File: src/rtl/core/dns_a_query_redirect_responder_top_macros.svh
// Assertion macros shared by the responder RTL.
// Included by the modules that carry concurrent checks; no other dependencies.
`ifndef DNS_A_QUERY_REDIRECT_RESPONDER_TOP_MACROS_SVH
`define DNS_A_QUERY_REDIRECT_RESPONDER_TOP_MACROS_SVH
`ifndef SYNTHESIS
// same-cycle implication
`define DNSR_ASSERT_NOW(lbl, clk, rst_n, ante, cons) \
    lbl: assert property (@(posedge clk) disable iff (!rst_n) (ante) |-> (cons)) \
        else $error("dnsr: check failed");
// next-cycle implication
`define DNSR_ASSERT_NEXT(lbl, clk, rst_n, ante, cons) \
    lbl: assert property (@(posedge clk) disable iff (!rst_n) (ante) |=> (cons)) \
        else $error("dnsr: check failed");
`else
`define DNSR_ASSERT_NOW(lbl, clk, rst_n, ante, cons)
`define DNSR_ASSERT_NEXT(lbl, clk, rst_n, ante, cons)
`endif
`endif

File: src/rtl/core/dnsr_pkg.sv
// Types, constants and the answer-record table of the DNS A responder.
// No dependencies.
`default_nettype none
package dnsr_pkg;

    typedef struct packed {
        logic [7:0] in_byte;
        logic       in_last;
    } in_req_t;

    typedef struct packed {
        logic [7:0] out_byte;
        logic       byte_present;
        logic       run_last;
        logic       frame_end;
        logic       frame_good;
    } out_rsp_t;

    // one classified request byte, handed from front to back
    typedef struct packed {
        logic [7:0] byte_val;
        logic       has_byte;
        logic       answer;
        logic       fend;
        logic       good;
    } cmd_t;

    localparam int QUEUE_DEPTH = 4;

    // configuration register indexes
    localparam logic REG_IPV4_ADDRESS  = 1'b0;
    localparam logic REG_ADDRESS_VALID = 1'b1;

    localparam logic [7:0] FLAG_QR_AA     = 8'h84;
    localparam logic [7:0] OPCODE_MASK    = 8'h78;
    localparam logic [7:0] LABEL_MAX      = 8'd63;
    localparam logic [7:0] TTL_SECONDS    = 8'd30;
    localparam int         HEADER_LAST    = 11;
    localparam int         ANSWER_BYTES   = 16;

    // back-end step codes: request byte, answer bytes 1..16, frame-end marker
    localparam logic [4:0] STEP_BYTE   = 5'd0;
    localparam logic [4:0] STEP_ANS_LO = 5'd1;
    localparam logic [4:0] STEP_ANS_HI = 5'd16;
    localparam logic [4:0] STEP_MARK   = 5'd17;

    function automatic logic [7:0] answer_byte(input logic [3:0] idx, input logic [31:0] addr);
        logic [7:0] b;
        case (idx)
            4'd0:    b = 8'hC0;
            4'd1:    b = 8'h0C;
            4'd3:    b = 8'h01;
            4'd5:    b = 8'h01;
            4'd9:    b = TTL_SECONDS;
            4'd11:   b = 8'h04;
            4'd12:   b = addr[31:24];
            4'd13:   b = addr[23:16];
            4'd14:   b = addr[15:8];
            4'd15:   b = addr[7:0];
            default: b = 8'h00;
        endcase
        return b;
    endfunction

endpackage
`default_nettype wire

File: src/rtl/core/dnsr_front.sv
// Front end: accepts request bytes, parses header/question, classifies each byte.
// Depends on dnsr_pkg.
`default_nettype none
module dnsr_front #(
    parameter int MAX_PACKET_BYTES = 512
) (
    input  wire                  clk,
    input  wire                  rst_n,
    input  wire                  accept,
    input  dnsr_pkg::in_req_t    req,
    input  wire                  addr_valid,
    output dnsr_pkg::cmd_t       cmd,
    output logic                 push
);

    localparam logic [2:0] PH_HEADER     = 3'd0;
    localparam logic [2:0] PH_LABEL_LEN  = 3'd1;
    localparam logic [2:0] PH_LABEL_BODY = 3'd2;
    localparam logic [2:0] PH_TYPE_CLASS = 3'd3;
    localparam logic [2:0] PH_IDLE       = 3'd4;

    localparam logic [9:0]  MAX_POS   = 10'(MAX_PACKET_BYTES);
    localparam logic [10:0] MAX_REPLY = 11'(MAX_PACKET_BYTES);
    localparam logic [10:0] REPLY_ADD = 11'(dnsr_pkg::ANSWER_BYTES + 1);

    logic [2:0] phase_reg, phase_next;
    logic [9:0] pos_reg, pos_next;
    logic [5:0] lbl_reg, lbl_next;
    logic [1:0] tci_reg, tci_next;
    logic       err_reg, err_next;
    logic       qnz_reg, qnz_next;
    logic       done_reg, done_next;

    logic [7:0] b;
    logic [5:0] lbl_dec;

    assign b       = req.in_byte;
    assign lbl_dec = lbl_reg - 6'd1;

    always_comb
    begin
        phase_next   = phase_reg;
        lbl_next     = lbl_reg;
        tci_next     = tci_reg;
        err_next     = err_reg | (pos_reg >= MAX_POS);
        qnz_next     = qnz_reg;
        done_next    = done_reg;
        pos_next     = (pos_reg != '1) ? pos_reg + 10'd1 : pos_reg;
        cmd          = '0;

        unique case (phase_reg)
            PH_HEADER:
            begin
                cmd.has_byte = 1'b1;
                cmd.byte_val = b;
                if (pos_reg == 10'd2)
                begin
                    err_next     = err_next | ((b & dnsr_pkg::OPCODE_MASK) != 8'h00);
                    cmd.byte_val = b | dnsr_pkg::FLAG_QR_AA;
                end
                else if (pos_reg == 10'd4 || pos_reg == 10'd5)
                begin
                    qnz_next     = qnz_next | (b != 8'h00);
                    cmd.byte_val = {7'd0, pos_reg == 10'd5};
                end
                else if (pos_reg == 10'd7)
                    cmd.byte_val = 8'h01;
                else if (pos_reg == 10'd6 || pos_reg >= 10'd8)
                    cmd.byte_val = 8'h00;
                if (pos_reg >= 10'(dnsr_pkg::HEADER_LAST))
                    phase_next = PH_LABEL_LEN;
            end
            PH_LABEL_LEN:
            begin
                if (b > dnsr_pkg::LABEL_MAX)
                begin
                    err_next   = 1'b1;
                    phase_next = PH_IDLE;
                end
                else
                begin
                    cmd.has_byte = 1'b1;
                    cmd.byte_val = b;
                    if (b == 8'h00)
                    begin
                        phase_next = PH_TYPE_CLASS;
                        tci_next   = 2'd0;
                    end
                    else
                    begin
                        lbl_next   = b[5:0];
                        phase_next = PH_LABEL_BODY;
                    end
                end
            end
            PH_LABEL_BODY:
            begin
                cmd.has_byte = 1'b1;
                cmd.byte_val = b;
                lbl_next     = lbl_dec;
                if (lbl_dec == 6'd0)
                    phase_next = PH_LABEL_LEN;
            end
            PH_TYPE_CLASS:
            begin
                // expected type/class bytes: 00 01 00 01
                cmd.has_byte = 1'b1;
                cmd.byte_val = b;
                if (b != {7'd0, tci_reg[0]})
                    err_next = 1'b1;
                if (tci_reg == 2'd3)
                begin
                    if (({1'b0, pos_reg} + REPLY_ADD) > MAX_REPLY)
                        err_next = 1'b1;
                    cmd.answer = 1'b1;
                    done_next  = 1'b1;
                    phase_next = PH_IDLE;
                    tci_next   = 2'd0;
                end
                else
                    tci_next = tci_reg + 2'd1;
            end
            default:
                phase_next = PH_IDLE;
        endcase

        if (req.in_last)
        begin
            cmd.fend   = 1'b1;
            cmd.good   = ~err_next & done_next & qnz_next & addr_valid;
            phase_next = PH_HEADER;
            pos_next   = '0;
            lbl_next   = '0;
            tci_next   = '0;
            err_next   = 1'b0;
            qnz_next   = 1'b0;
            done_next  = 1'b0;
        end
    end

    assign push = accept & (cmd.has_byte | cmd.fend);

    always_ff @(posedge clk or negedge rst_n)
    begin
        if (!rst_n)
        begin
            phase_reg <= PH_HEADER;
            pos_reg   <= '0;
            lbl_reg   <= '0;
            tci_reg   <= '0;
            err_reg   <= 1'b0;
            qnz_reg   <= 1'b0;
            done_reg  <= 1'b0;
        end
        else if (accept)
        begin
            phase_reg <= phase_next;
            pos_reg   <= pos_next;
            lbl_reg   <= lbl_next;
            tci_reg   <= tci_next;
            err_reg   <= err_next;
            qnz_reg   <= qnz_next;
            done_reg  <= done_next;
        end
    end

endmodule
`default_nettype wire

File: src/rtl/core/dnsr_queue.sv
// Short command queue between parser front end and reply back end.
// Depends on dnsr_pkg and the assertion macro header.
`default_nettype none
`include "dns_a_query_redirect_responder_top_macros.svh"
module dnsr_queue (
    input  wire             clk,
    input  wire             rst_n,
    input  wire             push,
    input  dnsr_pkg::cmd_t  wr_cmd,
    input  wire             pop,
    output dnsr_pkg::cmd_t  rd_cmd,
    output logic            empty,
    output logic            full
);

    localparam int PW = $clog2(dnsr_pkg::QUEUE_DEPTH);
    localparam int CW = $clog2(dnsr_pkg::QUEUE_DEPTH + 1);

    dnsr_pkg::cmd_t entry_reg [dnsr_pkg::QUEUE_DEPTH];
    logic [PW-1:0]  wr_ptr_reg;
    logic [PW-1:0]  rd_ptr_reg;
    logic [CW-1:0]  count_reg, count_next;

    assign empty  = (count_reg == '0);
    assign full   = (count_reg == CW'(dnsr_pkg::QUEUE_DEPTH));
    assign rd_cmd = entry_reg[rd_ptr_reg];

    always_comb
    begin
        count_next = count_reg;
        if (push && !pop)
            count_next = count_reg + CW'(1);
        else if (pop && !push)
            count_next = count_reg - CW'(1);
    end

    always_ff @(posedge clk or negedge rst_n)
    begin
        if (!rst_n)
        begin
            wr_ptr_reg <= '0;
            rd_ptr_reg <= '0;
            count_reg  <= '0;
        end
        else
        begin
            if (push)
                wr_ptr_reg <= (wr_ptr_reg == PW'(dnsr_pkg::QUEUE_DEPTH - 1)) ?
                              '0 : wr_ptr_reg + PW'(1);
            if (pop)
                rd_ptr_reg <= (rd_ptr_reg == PW'(dnsr_pkg::QUEUE_DEPTH - 1)) ?
                              '0 : rd_ptr_reg + PW'(1);
            count_reg <= count_next;
        end
    end

    always_ff @(posedge clk)
    begin
        if (push)
            entry_reg[wr_ptr_reg] <= wr_cmd;
    end

    `DNSR_ASSERT_NOW(a_no_overflow, clk, rst_n, push, !full || pop)
    `DNSR_ASSERT_NOW(a_no_underflow, clk, rst_n, pop, !empty)

endmodule
`default_nettype wire

File: src/rtl/core/dnsr_back.sv
// Back end: expands queued commands into reply bytes, answer record and frame marker.
// Depends on dnsr_pkg and the assertion macro header.
`default_nettype none
`include "dns_a_query_redirect_responder_top_macros.svh"
module dnsr_back (
    input  wire                 clk,
    input  wire                 rst_n,
    input  dnsr_pkg::cmd_t      head,
    input  wire                 empty,
    input  wire  [31:0]         ipv4_address,
    output logic                pop,
    output logic                out_valid,
    input  wire                 out_ready,
    output dnsr_pkg::out_rsp_t  out_data
);

    logic [4:0]         step_reg, step_next;
    logic [4:0]         eff_step;
    logic [4:0]         nstep;
    logic [4:0]         ans_idx;
    logic               last_res;
    logic               load;
    logic               out_valid_reg;
    dnsr_pkg::out_rsp_t rsp;
    dnsr_pkg::out_rsp_t out_data_reg;

    // step_reg == 0 means the head command has not produced anything yet
    assign eff_step = (step_reg != 5'd0) ? step_reg :
                      (head.has_byte ? dnsr_pkg::STEP_BYTE : dnsr_pkg::STEP_MARK);
    assign ans_idx  = eff_step - dnsr_pkg::STEP_ANS_LO;
    assign load     = ~empty & (~out_valid_reg | out_ready);
    assign pop      = load & last_res;

    always_comb
    begin
        nstep    = eff_step + 5'd1;
        last_res = 1'b0;
        rsp      = '0;
        unique case (eff_step)
            dnsr_pkg::STEP_BYTE:
            begin
                rsp.out_byte     = head.byte_val;
                rsp.byte_present = 1'b1;
                if (head.answer)
                    nstep = dnsr_pkg::STEP_ANS_LO;
                else if (head.fend)
                    nstep = dnsr_pkg::STEP_MARK;
                else
                    last_res = 1'b1;
            end
            dnsr_pkg::STEP_ANS_HI:
            begin
                rsp.out_byte     = dnsr_pkg::answer_byte(ans_idx[3:0], ipv4_address);
                rsp.byte_present = 1'b1;
                nstep            = dnsr_pkg::STEP_MARK;
                last_res         = ~head.fend;
            end
            dnsr_pkg::STEP_MARK:
            begin
                rsp.frame_end  = 1'b1;
                rsp.frame_good = head.good;
                last_res       = 1'b1;
            end
            default:
            begin
                rsp.out_byte     = dnsr_pkg::answer_byte(ans_idx[3:0], ipv4_address);
                rsp.byte_present = 1'b1;
            end
        endcase
        rsp.run_last = last_res;
        step_next    = last_res ? 5'd0 : nstep;
    end

    always_ff @(posedge clk or negedge rst_n)
    begin
        if (!rst_n)
        begin
            step_reg      <= 5'd0;
            out_valid_reg <= 1'b0;
        end
        else
        begin
            if (load)
                step_reg <= step_next;
            if (load)
                out_valid_reg <= 1'b1;
            else if (out_ready)
                out_valid_reg <= 1'b0;
        end
    end

    always_ff @(posedge clk)
    begin
        if (load)
            out_data_reg <= rsp;
    end

    assign out_valid = out_valid_reg;
    assign out_data  = out_data_reg;

    `DNSR_ASSERT_NOW(a_marker_closes, clk, rst_n, out_valid_reg && out_data_reg.frame_end,
        !out_data_reg.byte_present && out_data_reg.run_last)
    `DNSR_ASSERT_NOW(a_step_range, clk, rst_n, 1'b1, step_reg <= dnsr_pkg::STEP_MARK)
    `DNSR_ASSERT_NEXT(a_pop_resets_step, clk, rst_n, pop, step_reg == 5'd0)

endmodule
`default_nettype wire

File: src/rtl/core/dns_a_query_redirect_responder_top.sv
// Top level of the DNS A-record redirect responder: config registers and wiring.
// Depends on dnsr_pkg, dnsr_front, dnsr_queue and dnsr_back.
`default_nettype none
// The responder takes one DNS request byte per cycle while in_ready is high
// and returns the reply bytes in request order, followed on the last request
// byte by a frame-end marker whose frame_good bit says whether the reply may
// be sent. The parser front end classifies a byte in the cycle it is accepted
// and posts a command to a four-entry queue; the back end drains the queue
// through a registered output stage at one result per cycle unless out_ready
// stalls it. An ordinary request byte yields one result. The final class byte
// of the question expands to 17 results (18 if it is also the last byte). Its
// command holds a queue slot until its last result, so up to three further
// commands fit meanwhile (of the trailing request bytes after the question,
// only the last posts one, for the frame-end marker), after which in_ready
// drops until the answer burst drains. Commands are registered in the queue,
// results in the output register. Configuration writes take effect on the
// next cycle and must only be issued while no request is in flight.
module dns_a_query_redirect_responder_top #(
    parameter int MAX_PACKET_BYTES = 512
) (
    input  wire                 clk,
    input  wire                 rst_n,
    input  wire                 in_valid,
    output logic                in_ready,
    input  dnsr_pkg::in_req_t   in_data,
    output logic                out_valid,
    input  wire                 out_ready,
    output dnsr_pkg::out_rsp_t  out_data,
    input  wire                 cfg_wr_en,
    input  wire                 cfg_index,
    input  wire  [31:0]         cfg_data
);

    logic [31:0]    ipv4_address_reg;
    logic           address_valid_reg;
    logic           accept;
    logic           push;
    logic           pop;
    logic           empty;
    logic           full;
    dnsr_pkg::cmd_t front_cmd;
    dnsr_pkg::cmd_t head_cmd;

    always_ff @(posedge clk or negedge rst_n)
    begin
        if (!rst_n)
        begin
            ipv4_address_reg  <= '0;
            address_valid_reg <= 1'b0;
        end
        else if (cfg_wr_en)
        begin
            unique case (cfg_index)
                dnsr_pkg::REG_IPV4_ADDRESS:  ipv4_address_reg  <= cfg_data;
                dnsr_pkg::REG_ADDRESS_VALID: address_valid_reg <= cfg_data[0];
                default:                     address_valid_reg <= address_valid_reg;
            endcase
        end
    end

    assign in_ready = ~full;
    assign accept   = in_valid & in_ready;

    dnsr_front #(
        .MAX_PACKET_BYTES (MAX_PACKET_BYTES)
    ) u_front (
        .clk        (clk),
        .rst_n      (rst_n),
        .accept     (accept),
        .req        (in_data),
        .addr_valid (address_valid_reg),
        .cmd        (front_cmd),
        .push       (push)
    );

    dnsr_queue u_queue (
        .clk    (clk),
        .rst_n  (rst_n),
        .push   (push),
        .wr_cmd (front_cmd),
        .pop    (pop),
        .rd_cmd (head_cmd),
        .empty  (empty),
        .full   (full)
    );

    dnsr_back u_back (
        .clk          (clk),
        .rst_n        (rst_n),
        .head         (head_cmd),
        .empty        (empty),
        .ipv4_address (ipv4_address_reg),
        .pop          (pop),
        .out_valid    (out_valid),
        .out_ready    (out_ready),
        .out_data     (out_data)
    );

endmodule
`default_nettype wire

File: config.mk
export PLATFORM = sky130hd
export DESIGN_NAME = dns_a_query_redirect_responder_top
export DESIGN_NICKNAME = d
export VERILOG_FILES = /design/src/rtl/core/dnsr_pkg.sv /design/src/rtl/core/dnsr_front.sv /design/src/rtl/core/dnsr_queue.sv /design/src/rtl/core/dnsr_back.sv /design/src/rtl/core/dns_a_query_redirect_responder_top.sv
export VERILOG_INCLUDE_DIRS = /design/src /design/src/rtl/core
export SDC_FILE = /design/constraint.sdc
export NUM_CORES = 1
export LEC_CHECK = 0
export ABC_AREA = 1
export ABC_CLOCK_PERIOD_IN_PS = 6920
export BUFFER_PORTS_ARGS = -buffer_cell sky130_fd_sc_hd__buf_2
export CORE_UTILIZATION = 64
export CTS_CLUSTER_SIZE = 16
export DETAILED_ROUTE_END_ITERATION = 12
export GPL_TIMING_DRIVEN = 0
export HOLD_SLACK_MARGIN = 0.1
export PLACE_DENSITY = 0.85
export REMOVE_ABC_BUFFERS = 1
export SYNTH_ARGS = -nofsm -noshare
export SYNTH_HDL_FRONTEND = slang
export SYNTH_SLANG_ARGS = --single-unit
File: constraint.sdc
create_clock -name clk -period 6.92 [get_ports clk]
set_input_delay 0.692 -clock clk [delete_from_list [all_inputs] [get_ports clk]]
set_output_delay 0.692 -clock clk [all_outputs]
set_load 0.01 [all_outputs]
### Word-level counts from Yosys, hierarchy flattened

Memories as Yosys holds them, arrays and structs flattened.
Index checks and enable logic that the tools add are counted.
W data, S select, Z words.

* memories: 1
* output and inout port bits: 14
* bits in read-only memories: 0
* RAM bits: 48
* register bits: 82
* word-level logic and storage cells: 173
* latch bits: 0

* order comparisons: 5
* divide/modulo/power cells: 0
* eq/ne operators: 31
* multipliers: 0
* reduce and logical (&&, ||, !) cells: 28
* multiplexer cells: 61
* bitwise logic cells: 18
* shift-type cells: 0
* add/subtract/negate cells: 10

Memory list
* u_queue.entry_reg: depth 4, bits a word 12, read ports 1, clocked after memory_dff 0, wr ports 1, RTL line dnsr_queue.sv:19 `dnsr_pkg::cmd_t entry_reg [dnsr_pkg::QUEUE_DEPTH];`

Operator list (number)
* $pmux W8 S9: 1
* $eq A10 B3 Y1 const B: 4
* $mux W8: 4
* $pmux W9 S3: 1
* $mux W5: 5
* $eq A4 B4 Y1 const B: 6
* $mux W1: 22
* $mux W3: 7
* $ge A10 B4 Y1 const B: 2
* $mux W10: 2
* $mux W6: 3
* $pmux W9 S2: 1
* $mux W2: 8
* $reduce_bool A8 Y1: 2
* $ne A3 B2 Y1 const B: 4
* $pmux W3 S4: 1
* $pmux W6 S2: 1
* $reduce_and A4 Y1: 3
* $add A10 B5 Y11 const B: 1
* $gt A11 B10 Y1 const B: 1
* $add A10 B1 Y10 const B: 1
* $eq A10 B2 Y1 const B: 1
* $eq A5 B5 Y1 const B: 2
* $ge A10 B10 Y1 const B: 1
* 37 further kinds: 69

### Longest topological paths before layout

* word-level depth: 17
* depth in mapped cells: 20
* gate-level depth less buffers: 19

### Cells and area by module

Synthesis repeated with hierarchy kept, for this count alone.

* cells, all modules: 836
* area total of the unflattened synthesis: 7279.5 µm²

Modules (own cells, without submodules)
* dnsr_queue: seq. area each 1616.6 µm², cells an instance 191, area each 2369.8 µm², times used 1
* dnsr_front: seq. area each 600.6 µm², cells an instance 297, area each 2049.5 µm², times used 1
* dnsr_back: seq. area each 510.5 µm², cells an instance 200, area each 1512.7 µm², times used 1
* dns_a_query_redirect_responder_top: seq. area each 825.8 µm², cells an instance 148, area each 1347.5 µm², times used 1

### Worst setup path after synthesis

Ideal clock, no wire load.

* path type: flip-flop to flip-flop
* start point: register u_queue.rd_ptr_reg[0]
* end point: register u_queue.count_reg[2]
* stages on the path, launching flop included: 21
* arrival time: 2.502 ns
* setup time: 0.131 ns
* setup slack: 4.287 ns
* cells stage by stage: dfrtp_1 buf_6 inv_4 nand2_1 nand3_1 nand2_2 nand2_4 nand2_1 ha_1 buf_6 nand3_4 o21ai_2 nand2_4 clkinv_4 nand2_4 ha_1 inv_1 fa_1 a21oi_1 o21ai_0 xor2_1

* cells in the longest elaborated chain, start to end: 9
* elaborated cells between the ends (all ways): 16
* those cells by class: eq/ne: 2; mux: 6; bitwise: 2; reduce/logical: 5; memory: 1

RTL lines
* start, declared: RTL line dnsr_queue.sv:21 `logic [PW-1:0] rd_ptr_reg;`
* start signal, assigned: RTL line dnsr_queue.sv:51 `rd_ptr_reg <= (rd_ptr_reg == PW'(dnsr_pkg::QUEUE_DEPTH - 1)) ?`
* $mem_v2 Z4 W12 (*)
* $mux W5: RTL line dnsr_back.sv:29 `(head.has_byte ? dnsr_pkg::STEP_BYTE : dnsr_pkg::STEP_MARK);`
* $mux W5: RTL line dnsr_back.sv:28 `assign eff_step = (step_reg != 5'd0) ? step_reg :`
* $eq A5 B5 Y1 / $logic_not A5 Y1 (equally long branches): RTL line dnsr_back.sv:39 `unique case (eff_step)`
* $pmux W1 S3 (*): RTL line dnsr_back.sv:39
* via u_back.last_res: RTL line dnsr_back.sv:21 `logic last_res;`
* $and A1 B1 Y1 (*): RTL line dnsr_back.sv:32 `assign pop = load & last_res;`
* $logic_not A1 Y1: RTL line dnsr_queue.sv:31 `if (push && !pop)`
* $logic_and A1 B1 Y1: RTL line dnsr_queue.sv:31
* $mux W3 / $reduce_bool A2 Y1 (equally long branches)
* end signal, assigned: RTL line dnsr_queue.sv:53 `count_reg <= count_next;`
* end, declared: RTL line dnsr_queue.sv:22 `logic [CW-1:0] count_reg, count_next;`

The timed path passes the listed nets; every way through them passes the cells marked *.
A chain may end at the register's enable or synchronous reset.

==> flow_metrics.tcl <==
set metrics [dict create \
    drt-initial-drc-count 340 \
    core.rowCount 37 \
    vias_per_cell 6.135 \
    pre_cts_ws_ps 3009 \
    cts_resized 0 \
    multiInputGateArea_mm2 0.002736 \
    synth_top_cell_area_share 0.2674 \
    layout-drive-gt1-share 0.2243 \
    place_congestion 0.9207 \
    ioPinCount 61 \
    grtUsageTotal 0.3054 \
    utilization 0.7462 \
    worst_slew_pin_slew_ps 1363 \
    critPathKind "reg2reg" \
    peakVddDrop_uv 291.0 \
    synthArstFlopShare 0.5385 \
    areaGrowthSynthToFinish_pct 13.79 \
    die_h_um 104.6 \
    grt_setup_unrepaired "no" \
    setup_viol 0 \
    clkTransAtPathRegs_ps 60 \
    yosysUniqueCellTypes 50 \
    antenna_cells 0 \
    slew_viol_final 0 \
    ff2ff_path_depth 16 \
    cp_cell_sequence "inv_4 > nand2_1 > nand3_1 > nand2_2 > nand2_4 > nand2_1 > inv_1 > ha_1 > nand2_1 > inv_1 > nor2_2 > inv_1 > nand4_1 > nand2_1 > o21ai_1 > nand2_1" \
    synth-seq-cells 130 \
    grt_pass1_wl_mm 25.61 \
    antenna_found_initial 0 \
    postCtsSetupBuffers 0 \
    holdBufCountCts 0 \
    fin_crit_sh 0.6024 \
    grt_max_degree 71 \
    start_util 0.6557 \
    p_per_area_mw_per_mm2 438.2 \
    largest_register_ffs 48 \
    cp.required_ps 7190 \
    outcome "finished clean" \
    nets 818 \
    cts_tree "yes" \
    htree_levels 4 \
    yosysWarnings 0 \
    whs_ps 290.0 \
    num-fill-cells 709 \
    clk_latency_ps 530 \
    p_total_uw 3360 \
    startpoint_type "flop" \
    synthTopCellsByCount "nand2_1, dfrtp_1, nor2_1" \
    yosysSeqAreaShare 0.5273 \
    cp_common_cell "nand2_1" \
    slowest_stage "dfrtp_1" \
    cts-root-buf "clkbuf_8" \
    regToRegSetupSlack_ps 2750 \
    seqCellArea_mm2 0.003553 \
    cp-end-kind "flop" \
    slew_headroom 0.08881 \
    avgRoutedWirePerCell_um 17.53 \
    setup_slack_ps 2751 \
    io_buffers 60 \
    syn_inst 696 \
    drv_cap 0 \
    crit_fanout 27 \
    post-synth-top-count-cell "nand2_1" \
    synth_edf_count 60 \
    yosysTopAreaCell "edfxtp_1" \
    clock_sinks 130 \
    grt_pass1_vias 5402 \
    clock_skew_ps 9.034 \
    cts_inserted_buffers 17 \
    dp_hpwl_mm 10.53 \
    leakage_uw 0.003362 \
    clockBufferDepth 2 \
    fmax_mhz 239.9 \
    fp.dieW_um 104.6 \
    routed_wl_mm 15.83 \
    first_pass_iters 5 \
    via_count 5540 \
    cp.arrival_ps 4440 \
    syn_avg_cell_area_um2 9.682 \
    core_mm2 0.01028 \
    hold_class "in2async" \
    ant_nets 0 \
    period_needed_ps 4169 \
    critical_path.max_stage_delay_ps 950 \
    synthFlopType "dfrtp_1" \
    overflow 0 \
    die-area_mm2 0.01094 \
    hold_viol 0 \
    synthesis.area_mm2 0.006739 \
    synth_top_cells_by_area "edfxtp_1, dfrtp_1, nand2_1" \
    drc_errors 0 \
    tns_ps 0 \
]
-- worst max-delay path: cells and delay by family (launching register included) --
family                   cells  cell delay [ps]
buffers and inverters        4              630
AO/OA/AOI/OAI                1              170
AND/OR/NAND/NOR             10             1770
adder cells (fa/ha/maj)      1              370
flip-flops                   1              950
-- routing by layer --
metal / share of wire / GRT usage / vias up
li1: - / - / 2521
met1: 0.39 / 0.3671 / 2697
met2: 0.51 / 0.5284 / 275
met3: 0.071 / 0.06301 / 47
met4: 0.031 / 0.1419 / 0
met5: 0 / 0 / -
-- final timing paths --
| path | startpoint | end |
|---|---|---|
| worst max-delay path | u_queue.rd_ptr_reg[0] | u_back.out_data[10] |
| worst min-delay path | rst_n | u_queue.count_reg[2] |
| worst max register to register | u_queue.rd_ptr_reg[0] | u_back.out_data[10] |
| worst min register to register | u_front.err_reg | u_front.err_reg |
| max in group asynchronous | rst_n | ipv4_address_reg[9] |
| min in group clk | cfg_wr_en | address_valid_reg |
-- logic make-up after synthesis --
logic type / after synthesis / synth area share
buf+inv: 102 / 0.06665
fa+ha+maj: 17 / 0.03268
mux: 31 / 0.05180
flops: 130 / 0.5273
xor+xnor: 10 / 0.01300
compound gates: 113 / 0.09785
simple gates: 293 / 0.2107
-- power by group --
group	internal, µW	leakage [µW]	total, µW	switching [µW]
Sequential	1070	0.00143	1200	130
Combinational	387	0.00165	1260	870
Clock	557	0.000278	898	341
-- cells in the final DEF, fill, tap and decap left out, types with 18 or more instances in the layout --
cell type	count
nand4_1	44
inv_1	67
buf_2	59
nor2_1	70
o21ai_0	45
nand2_1	111
dfrtp_1	70
mux2_2	31
o22ai_1	18
edfxtp_1	60
nand3_1	29
-- metrics by stage --
| stage | instances | cell area (µm²) |
|---|---|---|
| 2_1_floorplan | 675 | 6604 |
| 3_5_place_dp | 871 | 7077 |
| 4_1_cts | 903 | 7669 |
| 6_report | 903 | 7669 |
| 5_1_grt | 903 | 7669 |
| 3_3_place_gp | 871 | 7074 |
-- area by class of cell --
class,instances,share of cell area
clock inverter,13,0.02088
tap,136,0.02219
timing repair buffer,60,0.03948
inverter,81,0.04095
multi-input combinational,464,0.3568
clock buffer,19,0.05629
sequential,130,0.4634
Note: power is estimated with default switching activity, not from simulation.
